## config.mk

```make
export PLATFORM = sky130hd
export DESIGN_NAME = staggered_grid_point_classifier_top
export DESIGN_NICKNAME = d
export VERILOG_FILES = /design/src/hdl/sgpc_pkg.sv /design/src/hdl/sgpc_line_buf.sv /design/src/hdl/staggered_grid_point_classifier_top.sv
export SDC_FILE = /design/constraint.sdc
export NUM_CORES = 2
export LEC_CHECK = 0
export ABC_AREA = 1
export BUFFER_PORTS_ARGS = -buffer_cell sky130_fd_sc_hd__buf_2
export CELL_PAD_IN_SITES_DETAIL_PLACEMENT = 2
export CELL_PAD_IN_SITES_GLOBAL_PLACEMENT = 2
export CORE_AREA = 4 4 484 486
export DETAILED_ROUTE_END_ITERATION = 10
export DIE_AREA = 0 0 488 490
export PLACE_DENSITY_LB_ADDON = 0.1
export SYNTH_ARGS = -nofsm -noshare
export SYNTH_HDL_FRONTEND = slang
export SYNTH_SLANG_ARGS = --single-unit
```

## constraint.sdc

```tcl
create_clock -name clk -period 6.3 [get_ports clk]
set_input_delay 1.26 -clock clk [delete_from_list [all_inputs] [get_ports clk]]
set_output_delay 1.26 -clock clk [all_outputs]
set_load 0.02 [all_outputs]
```

## src/hdl/sgpc_pkg.sv

```systemverilog
// ----------------------------------------------------------------------------
// sgpc_pkg: shared definitions for the staggered grid point classifier
// Widths, register indexes, grid kinds, class codes and classification helpers.
// ----------------------------------------------------------------------------
`default_nettype none

package sgpc_pkg;

    localparam int FLAG_W  = 2;
    localparam int CFG_W   = 11;
    localparam int IDX_W   = 2;
    localparam int CNT_W   = 21;
    localparam int CLASS_W = 2;

    localparam int DEF_MAX_CELLS_PER_ROW = 1024;
    localparam int DEF_MAX_CELL_ROWS     = 1024;

    localparam logic [IDX_W-1:0] REG_GRID_KIND     = 2'd0;
    localparam logic [IDX_W-1:0] REG_CELLS_PER_ROW = 2'd1;
    localparam logic [IDX_W-1:0] REG_ROWS_OF_CELLS = 2'd2;

    localparam logic [1:0] KIND_CELL = 2'd0;
    localparam logic [1:0] KIND_ROW  = 2'd1;
    localparam logic [1:0] KIND_COL  = 2'd2;
    localparam logic [1:0] KIND_RSVD = 2'd3;

    localparam logic [CLASS_W-1:0] CLS_INTERIOR = 2'd0;
    localparam logic [CLASS_W-1:0] CLS_BOUNDARY = 2'd1;
    localparam logic [CLASS_W-1:0] CLS_EXTERIOR = 2'd2;
    localparam logic [CLASS_W-1:0] CLS_NONE     = 2'd3;

    localparam logic [FLAG_W-1:0] FLAG_INSIDE  = 2'd0;
    localparam logic [FLAG_W-1:0] FLAG_OUTSIDE = 2'd1;
    localparam logic [FLAG_W-1:0] FLAG_SPECIAL = 2'd2;

    localparam logic [CFG_W-1:0] RST_CELLS_PER_ROW = 11'd1024;
    localparam logic [CFG_W-1:0] RST_ROWS_OF_CELLS = 11'd1024;

    // cell-centred grid: class straight from the own cell flag
    function automatic logic [CLASS_W-1:0] class_of_cell(input logic [FLAG_W-1:0] flag);
        logic [CLASS_W-1:0] cls;
        case (flag)
            FLAG_INSIDE:  cls = CLS_INTERIOR;
            FLAG_OUTSIDE: cls = CLS_EXTERIOR;
            FLAG_SPECIAL: cls = CLS_BOUNDARY;
            default:      cls = CLS_NONE;
        endcase
        return cls;
    endfunction

    // staggered grid: class from the sum of the two neighbor flags
    function automatic logic [CLASS_W-1:0] class_of_pair(input logic [FLAG_W-1:0] lo,
                                                         input logic [FLAG_W-1:0] hi);
        logic [FLAG_W:0] sum;
        sum = {1'b0, lo} + {1'b0, hi};
        if (sum > (FLAG_W+1)'(2))
            return CLS_NONE;
        return sum[CLASS_W-1:0];
    endfunction

endpackage

`default_nettype wire

```

## src/hdl/sgpc_line_buf.sv

```systemverilog
// ----------------------------------------------------------------------------
// sgpc_line_buf: one-row flag line buffer
// Single write port, one registered read port with write-through bypass.
// ----------------------------------------------------------------------------
`default_nettype none

module sgpc_line_buf
    import sgpc_pkg::*;
#(
    parameter int DEPTH = DEF_MAX_CELLS_PER_ROW,
    parameter int AW    = (DEPTH > 1) ? $clog2(DEPTH) : 1
)
(
    input  wire logic              clk,
    input  wire logic              we,
    input  wire logic [AW-1:0]     waddr,
    input  wire logic [FLAG_W-1:0] wdata,
    input  wire logic [AW-1:0]     raddr,
    output logic      [FLAG_W-1:0] rdata
);

    logic [FLAG_W-1:0] mem [DEPTH];
    logic [FLAG_W-1:0] rdata_reg;

    always_ff @(posedge clk)
    begin
        if (we)
        begin
            mem[waddr] <= wdata;
        end
    end

    always_ff @(posedge clk)
    begin
        if (we && (waddr == raddr))
        begin
            rdata_reg <= wdata;
        end
        else
        begin
            rdata_reg <= mem[raddr];
        end
    end

    assign rdata = rdata_reg;

endmodule

`default_nettype wire

```

## src/hdl/staggered_grid_point_classifier_top.sv

```systemverilog
// ----------------------------------------------------------------------------
// staggered_grid_point_classifier_top: staggered grid point classifier
// Raster scan of grid points, classification from neighbor mask flags.
// ----------------------------------------------------------------------------
// Usage:
//   Input channel (in_valid/in_ready, cell_flag) takes one grid point per
//   request in row-major order. Output channel (out_valid/out_ready) gives
//   one result per point: class, linear index, list slot, running counts
//   and a last-point mark.
//   The result is registered in the cycle after the request is accepted.
//   Throughput: 1 point per cycle while out_ready is high; the result
//   register is the only stage; the line buffer read for the next column
//   is prefetched each cycle. When out_ready is low a held result blocks
//   in_ready; once taken, a new request is accepted in that same cycle.
//   Reset: registers return to cell-centred, 1024 x 1024; counters and
//   totals clear; no clearing pass, the line buffer holds garbage until
//   written. A config register write restarts the scan; write only
//   while idle. The scan also restarts after the last point.
// ----------------------------------------------------------------------------
`default_nettype none

module staggered_grid_point_classifier_top
    import sgpc_pkg::*;
#(
    parameter int MAX_CELLS_PER_ROW = DEF_MAX_CELLS_PER_ROW,
    parameter int MAX_CELL_ROWS     = DEF_MAX_CELL_ROWS
)
(
    input  wire logic               clk,
    input  wire logic               rst_n,

    input  wire logic               cfg_we,
    input  wire logic [IDX_W-1:0]   cfg_index,
    input  wire logic [CFG_W-1:0]   cfg_wdata,

    input  wire logic               in_valid,
    output logic                    in_ready,
    input  wire logic [FLAG_W-1:0]  cell_flag,

    output logic                    out_valid,
    input  wire logic               out_ready,
    output logic [CLASS_W-1:0]      point_class,
    output logic [CNT_W-1:0]        point_index,
    output logic                    outer_side,
    output logic [CNT_W-1:0]        list_slot,
    output logic [CNT_W-1:0]        interior_count,
    output logic [CNT_W-1:0]        boundary_count,
    output logic [CNT_W-1:0]        exterior_count,
    output logic                    last_point
);

    localparam int COL_W = $clog2(MAX_CELLS_PER_ROW + 2);
    localparam int ROW_W = $clog2(MAX_CELL_ROWS + 2);
    localparam int CSZ_W = (COL_W > CFG_W) ? COL_W : CFG_W;
    localparam int RSZ_W = (ROW_W > CFG_W) ? ROW_W : CFG_W;
    localparam int AW    = (MAX_CELLS_PER_ROW > 1) ? $clog2(MAX_CELLS_PER_ROW) : 1;

    // config registers
    logic [1:0]        grid_kind_reg;
    logic [CFG_W-1:0]  cells_reg;
    logic [CFG_W-1:0]  rows_reg;
    logic              restart;

    // scan state
    logic [COL_W-1:0]  col_reg, col_next;
    logic [ROW_W-1:0]  row_reg, row_next;
    logic [CNT_W-1:0]  pt_reg, pt_next;
    logic [CNT_W-1:0]  int_reg, int_next;
    logic [CNT_W-1:0]  bnd_reg, bnd_next;
    logic [CNT_W-1:0]  ext_reg, ext_next;
    logic [FLAG_W-1:0] prev_flag_reg;

    // result register
    logic               out_valid_reg;
    logic [CLASS_W-1:0] cls_reg;
    logic [CNT_W-1:0]   idx_reg;
    logic               outer_reg;
    logic [CNT_W-1:0]   slot_reg;
    logic [CNT_W-1:0]   int_out_reg;
    logic [CNT_W-1:0]   bnd_out_reg;
    logic [CNT_W-1:0]   ext_out_reg;
    logic               last_reg;

    // datapath
    logic               in_accept;
    logic [1:0]         kind;
    logic [CSZ_W-1:0]   cells_c, pcol, col_ext;
    logic [RSZ_W-1:0]   rows_c, prow, row_ext;
    logic               row_in, col_in, col_last, row_last, last;
    logic [FLAG_W-1:0]  lo, hi, above_flag;
    logic [CLASS_W-1:0] cls;
    logic               outer;
    logic [CNT_W-1:0]   slot, int_inc, bnd_inc, ext_inc;
    logic               buf_we;

    assign restart   = cfg_we && ((cfg_index == REG_GRID_KIND) ||
                                  (cfg_index == REG_CELLS_PER_ROW) ||
                                  (cfg_index == REG_ROWS_OF_CELLS));
    assign in_ready  = !out_valid_reg || out_ready;
    assign in_accept = in_valid && in_ready;

    always_comb
    begin
        kind = (grid_kind_reg == KIND_RSVD) ? KIND_CELL : grid_kind_reg;

        if (cells_reg == '0)
            cells_c = CSZ_W'(1);
        else if (CSZ_W'(cells_reg) > CSZ_W'(MAX_CELLS_PER_ROW))
            cells_c = CSZ_W'(MAX_CELLS_PER_ROW);
        else
            cells_c = CSZ_W'(cells_reg);

        if (rows_reg == '0)
            rows_c = RSZ_W'(1);
        else if (RSZ_W'(rows_reg) > RSZ_W'(MAX_CELL_ROWS))
            rows_c = RSZ_W'(MAX_CELL_ROWS);
        else
            rows_c = RSZ_W'(rows_reg);

        pcol    = cells_c + CSZ_W'(kind == KIND_COL);
        prow    = rows_c + RSZ_W'(kind == KIND_ROW);
        col_ext = CSZ_W'(col_reg);
        row_ext = RSZ_W'(row_reg);

        row_in   = row_ext < rows_c;
        col_in   = col_ext < cells_c;
        col_last = (col_ext + CSZ_W'(1)) >= pcol;
        row_last = (row_ext + RSZ_W'(1)) >= prow;
        last     = row_last && col_last;

        lo = FLAG_OUTSIDE;
        hi = FLAG_OUTSIDE;
        case (kind)
            KIND_ROW:
            begin
                lo = (row_reg != '0) ? above_flag : FLAG_OUTSIDE;
                hi = row_in ? cell_flag : FLAG_OUTSIDE;
            end
            KIND_COL:
            begin
                lo = (col_reg != '0) ? prev_flag_reg : FLAG_OUTSIDE;
                hi = col_in ? cell_flag : FLAG_OUTSIDE;
            end
            default:
            begin
                lo = FLAG_OUTSIDE;
                hi = FLAG_OUTSIDE;
            end
        endcase

        if (kind == KIND_CELL)
            cls = class_of_cell(cell_flag);
        else
            cls = class_of_pair(lo, hi);
        outer = (kind != KIND_CELL) && (cls == CLS_BOUNDARY) && (lo == FLAG_OUTSIDE);

        int_inc = int_reg;
        bnd_inc = bnd_reg;
        ext_inc = ext_reg;
        slot    = '0;
        case (cls)
            CLS_INTERIOR:
            begin
                slot    = int_reg;
                int_inc = int_reg + CNT_W'(1);
            end
            CLS_BOUNDARY:
            begin
                slot    = bnd_reg;
                bnd_inc = bnd_reg + CNT_W'(1);
            end
            CLS_EXTERIOR:
            begin
                slot    = ext_reg;
                ext_inc = ext_reg + CNT_W'(1);
            end
            default:
            begin
                slot = '0;
            end
        endcase

        buf_we = in_accept && row_in && col_in;

        col_next = col_reg;
        row_next = row_reg;
        pt_next  = pt_reg;
        int_next = int_reg;
        bnd_next = bnd_reg;
        ext_next = ext_reg;
        if (restart || (in_accept && last))
        begin
            col_next = '0;
            row_next = '0;
            pt_next  = '0;
            int_next = '0;
            bnd_next = '0;
            ext_next = '0;
        end
        else if (in_accept)
        begin
            pt_next  = pt_reg + CNT_W'(1);
            int_next = int_inc;
            bnd_next = bnd_inc;
            ext_next = ext_inc;
            if (col_last)
            begin
                col_next = '0;
                row_next = row_reg + ROW_W'(1);
            end
            else
            begin
                col_next = col_reg + COL_W'(1);
            end
        end
    end

    sgpc_line_buf #(
        .DEPTH (MAX_CELLS_PER_ROW),
        .AW    (AW)
    ) u_line_buf (
        .clk   (clk),
        .we    (buf_we),
        .waddr (col_reg[AW-1:0]),
        .wdata (cell_flag),
        .raddr (col_next[AW-1:0]),
        .rdata (above_flag)
    );

    always_ff @(posedge clk or negedge rst_n)
    begin
        if (!rst_n)
        begin
            grid_kind_reg <= KIND_CELL;
            cells_reg     <= RST_CELLS_PER_ROW;
            rows_reg      <= RST_ROWS_OF_CELLS;
        end
        else if (cfg_we)
        begin
            case (cfg_index)
                REG_GRID_KIND:     grid_kind_reg <= cfg_wdata[1:0];
                REG_CELLS_PER_ROW: cells_reg     <= cfg_wdata;
                REG_ROWS_OF_CELLS: rows_reg      <= cfg_wdata;
                default:           ;
            endcase
        end
    end

    always_ff @(posedge clk or negedge rst_n)
    begin
        if (!rst_n)
        begin
            col_reg       <= '0;
            row_reg       <= '0;
            pt_reg        <= '0;
            int_reg       <= '0;
            bnd_reg       <= '0;
            ext_reg       <= '0;
            out_valid_reg <= 1'b0;
        end
        else
        begin
            col_reg <= col_next;
            row_reg <= row_next;
            pt_reg  <= pt_next;
            int_reg <= int_next;
            bnd_reg <= bnd_next;
            ext_reg <= ext_next;
            if (in_accept)
                out_valid_reg <= 1'b1;
            else if (out_ready)
                out_valid_reg <= 1'b0;
        end
    end

    always_ff @(posedge clk)
    begin
        if (buf_we)
        begin
            prev_flag_reg <= cell_flag;
        end
        if (in_accept)
        begin
            cls_reg     <= cls;
            idx_reg     <= pt_reg;
            outer_reg   <= outer;
            slot_reg    <= slot;
            int_out_reg <= int_inc;
            bnd_out_reg <= bnd_inc;
            ext_out_reg <= ext_inc;
            last_reg    <= last;
        end
    end

    assign out_valid      = out_valid_reg;
    assign point_class    = cls_reg;
    assign point_index    = idx_reg;
    assign outer_side     = outer_reg;
    assign list_slot      = slot_reg;
    assign interior_count = int_out_reg;
    assign boundary_count = bnd_out_reg;
    assign exterior_count = ext_out_reg;
    assign last_point     = last_reg;

endmodule

`default_nettype wire
```

* After elaboration in Yosys (flattened, before gate mapping) *
Memories as Yosys holds them, arrays and structs flattened. A register that Yosys moved wholly into a read port is not among the register bits.
Index checks and enable logic that the tools add are counted.

storage, ports and cells
  bits of input ports = 20
  memories = 1
  bits in registers = 242
  RAM bits = 2,048
  output and inout bits = 111
  word-level logic and storage cells = 115

memory list
  memory          words  width  read ports  clocked after Yosys merged registers in  wr ports  RTL line             RTL
  u_line_buf.mem  1,024  2      1           1                                        1         sgpc_line_buf.sv:22  logic [FLAG_W-1:0] mem [DEPTH];

operators by class
  add/subtract/negate cells = 9
  multiplexer cells = 39
  order comparisons = 7
  reduce and logical (&&, ||, !) cells = 29
  eq/ne operators = 10

operators with widths
  cell                                                                              number
  21-bit two-way mux                                                                11
  11-bit two-way mux                                                                10
  21-bit by 1-bit adder with 21-bit output (second input constant)                  4
  21-bit one-hot mux with 3 select lines                                            1
  11-bit by 1-bit adder with 11-bit output                                          2
  11-bit by 1-bit adder with 11-bit output (second input constant)                  2
  11-bit greater-or-equal comparator                                                2
  11-bit greater-than comparator (second input constant)                            2
  11-bit logical NOT                                                                2
  11-bit < comparator                                                               2
  11-bit nonzero test                                                               2
  2-bit two-way mux                                                                 8
  2-bit by 1-bit == test with 1-bit output (second input constant)                  5
  2-bit == test (second input constant)                                             5
  1-bit logical AND                                                                 8
  2-bit logical NOT                                                                 4
  2-bit one-hot mux with 2 select lines                                             2
  2-bit AND reduction                                                               4
  2-bit nonzero test                                                                4
  1-bit two-way mux                                                                 6
  2-bit one-hot mux with 3 select lines                                             1
  1-bit logical OR                                                                  4
  2-bit by 2-bit adder with 3-bit output                                            1
  3-bit by 2-bit greater-than comparator with 1-bit output (second input constant)  1
  1-bit logical NOT                                                                 1

* Depth between registers and ports, before layout *
  word-level depth = 16
  depth in mapped cells = 36
  gate-level depth less buffers = 32

* Modules after synthesis *
A second synthesis with hierarchy kept.

second synthesis, totals
  cells, all modules = 9,643
  area, all modules = 100,948.1 µm²

by module, submodules not included
  module                               cells an instance  area an instance (µm²)  instances  seq. area each (µm²)
  sgpc_line_buf                        7,984              87,113.5                1          61,699.2
  staggered_grid_point_classifier_top  1,659              13,834.5                1          6,613.8

* Worst setup path after synthesis *
No wires, ideal clock.

  path type = reg-to-reg
  from = register with a tool-made name
  to = register int_out_reg[20], in the netlist interior_count[20] (data pin)
  period minus slack after synthesis = 4,827 ps
  setup time = 257 ps
  path buffers = 4
  stages on the path, launching flop included = 36
  data required time = 6,043 ps
  setup slack = 1,473 ps
  arrival time = 4,570 ps
  cells stage by stage = dfxtp_1 buf_2 clkinv_1 buf_2 clkbuf_1 clkbuf_1 nand2_1 nand3_1 nand3_1 nand3_1 nand3_1 nand3_1 nand3_1 nand3_1 nand3_1 nand3_1 nand2_1 nand2_1 a21oi_1 inv_1 ha_1 inv_1 fa_1 nand2_1 o21ai_2 inv_1 nor2_2 nand2_1 nor3_2 nand3_1 nor2_1 inv_1 nor4_1 nand2_1 xor2_1 inv_1

RTL lines
  item                    RTL line                                    RTL
  end signal: assignment  staggered_grid_point_classifier_top.sv:288  int_out_reg <= int_inc;
  end: declaration        staggered_grid_point_classifier_top.sv:79   logic [CNT_W-1:0] int_out_reg;

==> impl_results.md <==
- Status: finished clean
- Final Cycle Share: 0.958
- VDD IR max: 0.331 mV
- Clk slew on worst S/H paths: 0.06 ns
- YS warnings: 0
- WL met1: 154000 µm
- Die width: 488 µm
- Gpl congestion: 0.808
- Max-cap violations: 0
- Top FF cell, synth: edfxtp_1
- Fin crit period: 6.03 ns
- Slowest CP cell: fa_1
- Synth Instances: 9213
- Max reg flops: 2048
- Post-route DRC: 0
- Worst-margin pin slew: 1.30 ns
- # clock sinks: 2300
- Maximum clock frequency: 0.166 GHz
- Root Driver: clkbuf_16
- Final #Nets: 9369
- Metal3 WL: 22700 µm
- LEAKAGE: 39.9 nW
- IO buf count: 130
- Hold Buf Count CTS: 0
- Startpoint Class: flip-flop
- Total congestion overflow: 0
- Via count: 74600
- Post-synth EDFFs: 2159
- Site Rows: 176
- Worst Path Required: 6.99 ns
- Seq cells post-synth: 2300
- Worst slack, placed: -0.0555 ns
- First-pass GRT wire length: 538000 µm
- Clk Latency, worst-skew pair: 0.95 ns
- Antenna violations before repair: 15
- Die height: 490 µm
- Post-Syn Area: 0.0986 mm²
- Mapped Nets: 9296
- CP bufs+invs: 7
- Power Density: 400 mW/mm²
- Largest net degree at the start of global routing: 224
- P&R area growth vs syn: 14.9%
- Cell variety after synth: 45
- Final ANT Viol Nets: 0
- Max Slew Vio Count: 0
- Initial DRC count: 7311
- Total power: 45.3 mW
- Reg with most FFs: u_line_buf.mem
- Ports: 131
- Worst-path fanout max: 34
- Clock Path Buffers: 4
- Mean Syn Cell Area: 10.7 µm²
- Vias in the first global route: 81400
- Drt total wl: 374000 µm
- Async SR Flop Fraction: 0.0570
- Synth top cells by count: nand2_1 (2287), edfxtp_1 (2159), nand3_1 (2142), nor2_1 (1135), clkbuf_1 (574)
- Slew margin rel.: 0.129
- CTS tree: built
- Sequential share of the synthesized area: 0.693
- Hold Path Class: input pin to asynchronous set/reset pin
- Worst setup EP type: flip-flop
- Setup Crit Path Kind: flip-flop to flip-flop
- Most frequent cell after synthesis: nand2_1
- Total GRT Usage: 0.301
- Final Skew: 0.0491 ns
- Most common cell on crit path: nand3_1
- H-Tree Depth: 5
- Final worst setup slack: 0.267 ns
- # fillers: 22800
- # setup viols final: 0
- Vias per cell: 5.96
- Endpoints failing hold: 0
- Die Footprint: 0.239 mm²
- DPL Wire Length: 217000 µm
- Layout cells sized above 1: 0.0944
- CP delay by family, top: simple AND/OR/NAND/NOR gates
- Leading area contributor after synthesis: edfxtp_1
- Crit path DAT: 6.72 ns
- DRT Pass-1 Iters: 6
- DR top layer: met5
- Initial Util: 0.429
- Avg WL per Cell: 29.9 µm
- Core footprint: 0.230 mm²
- Top-area cell type share of the netlist area: 0.657
- Ranking of synthesized cells by area: edfxtp_1 (66%), nand3_1 (11%), nand2_1 (8.7%)
- Wire length on met2: 183000 µm
- TritonCTS Buffers: 277
- Delay of the slowest critical-path stage: 0.53 ns
==> worst reg2reg max path, delay by kind of cell, from the launching register on <==
family	cells	cell delay [ns]
AO/OA/AOI/OAI	2	0.31
XOR/XNOR	1	0.19
flip-flops	1	0.45
adder cells (fa/ha/maj)	2	0.68
AND/OR/NAND/NOR	22	3.12
buffers and inverters	7	1.07
==> layout make-up <==
type | count | area, µm² | share of cell area
inverters | 233 | 931 | 0.00822
diodes | 6 | 15.0 | 0.000133
clock inverters | 103 | 598 | 0.00528
clock buffers | 363 | 7410 | 0.0654
repair buffers | 477 | 4830 | 0.0426
flip-flops and latches | 2300 | 68300 | 0.603
multi-input cells | 5997 | 27400 | 0.242
well taps | 3026 | 3790 | 0.0334
==> what timing repair did <==
item / CTS / global route
setup buffers: 0 / 6
gates cloned: 1 / 13
endpoints found under the setup margin: 13 / 50
endpoints found under the hold margin: 0 / 0
pin swaps: 0 / 1
gates resized for setup: 11 / 66
==> where the power goes <==
part	switching [mW]	internal, mW
Combinational	9.39	4.07
Sequential	0.166	16.9
Clock	6.34	8.46
==> metal layers <==
layer	track usage	vias up
met5	0	-
met4	0.108	10
met1	0.395	39300
met3	0.0443	681
met2	0.511	2512
li1	-	32100
==> final timing paths <==
path | cells after the start | slack [ns] | start | endpoint
setup / recovery | 34 | 0.27 | flip-flop | boundary_count[20]$_DFFE_PP_
hold / removal | 1 | 0.33 | rst_n | int_reg[15]$_DFFE_PN0P_
setup reg to reg | 34 | 0.27 | flip-flop | boundary_count[20]$_DFFE_PP_
hold reg to reg | 0 | 0.46 | pt_reg[18]$_DFFE_PN0P_ | point_index[18]$_DFFE_PP_
max in group asynchronous | 2 | 4.85 | rst_n | rows_reg[10]$_DFFE_PN1P_
min in group clk | 0 | 0.46 | pt_reg[18]$_DFFE_PN0P_ | point_index[18]$_DFFE_PP_
==> kinds of logic after synthesis <==
group / after synthesis / synth area share
buffers and inverters: 916 / 0.0353
flip-flops: 2300 / 0.693
AO/OA/AOI/OAI: 196 / 0.0119
adder cells (fa/ha/maj): 63 / 0.00807
AND/OR/NAND/NOR: 5651 / 0.244
XOR/XNOR: 87 / 0.00773
==> layout by cell type, fill, tap and decap left out, types with 8 or more instances in the layout <==
cell / instances
nand2_1: 2284
edfxtp_1: 2159
nand3_1: 2094
nor2_1: 1130
clkbuf_16: 296
buf_4: 232
inv_1: 222
dfrtp_1: 129
buf_2: 127
xor2_1: 82
o21ai_0: 81
clkbuf_1: 77
buf_12: 70
clkinv_1: 65
ha_1: 62
nor3_1: 35
nand3_4: 33
a21oi_1: 31
o22ai_1: 31
clkinv_2: 29
nand4_1: 27
o221ai_1: 19
buf_16: 18
nand3_2: 17
nor4_1: 9
a22oi_1: 8
buf_6: 8
==> per-stage QoR <==
| stage | TNS [ns] | hold WS [ns] | util | cell area (µm²) | std cells |
|---|---|---|---|---|---|
| floorplan | 0 | 0.425 | - | 98600 | 9213 |
| global placement | 0 | 0.435 | 0.455 | 104000 | 12000 |
| detailed placement | -0.119 | 0.441 | 0.455 | 104000 | 12000 |
| CTS | 0 | 0.317 | 0.490 | 113000 | 12500 |
| global route | -0.123 | 0.344 | 0.493 | 113000 | 12500 |
| finish | 0 | 0.335 | 0.493 | 113000 | 12500 |
(Power assumes the default switching activity.)
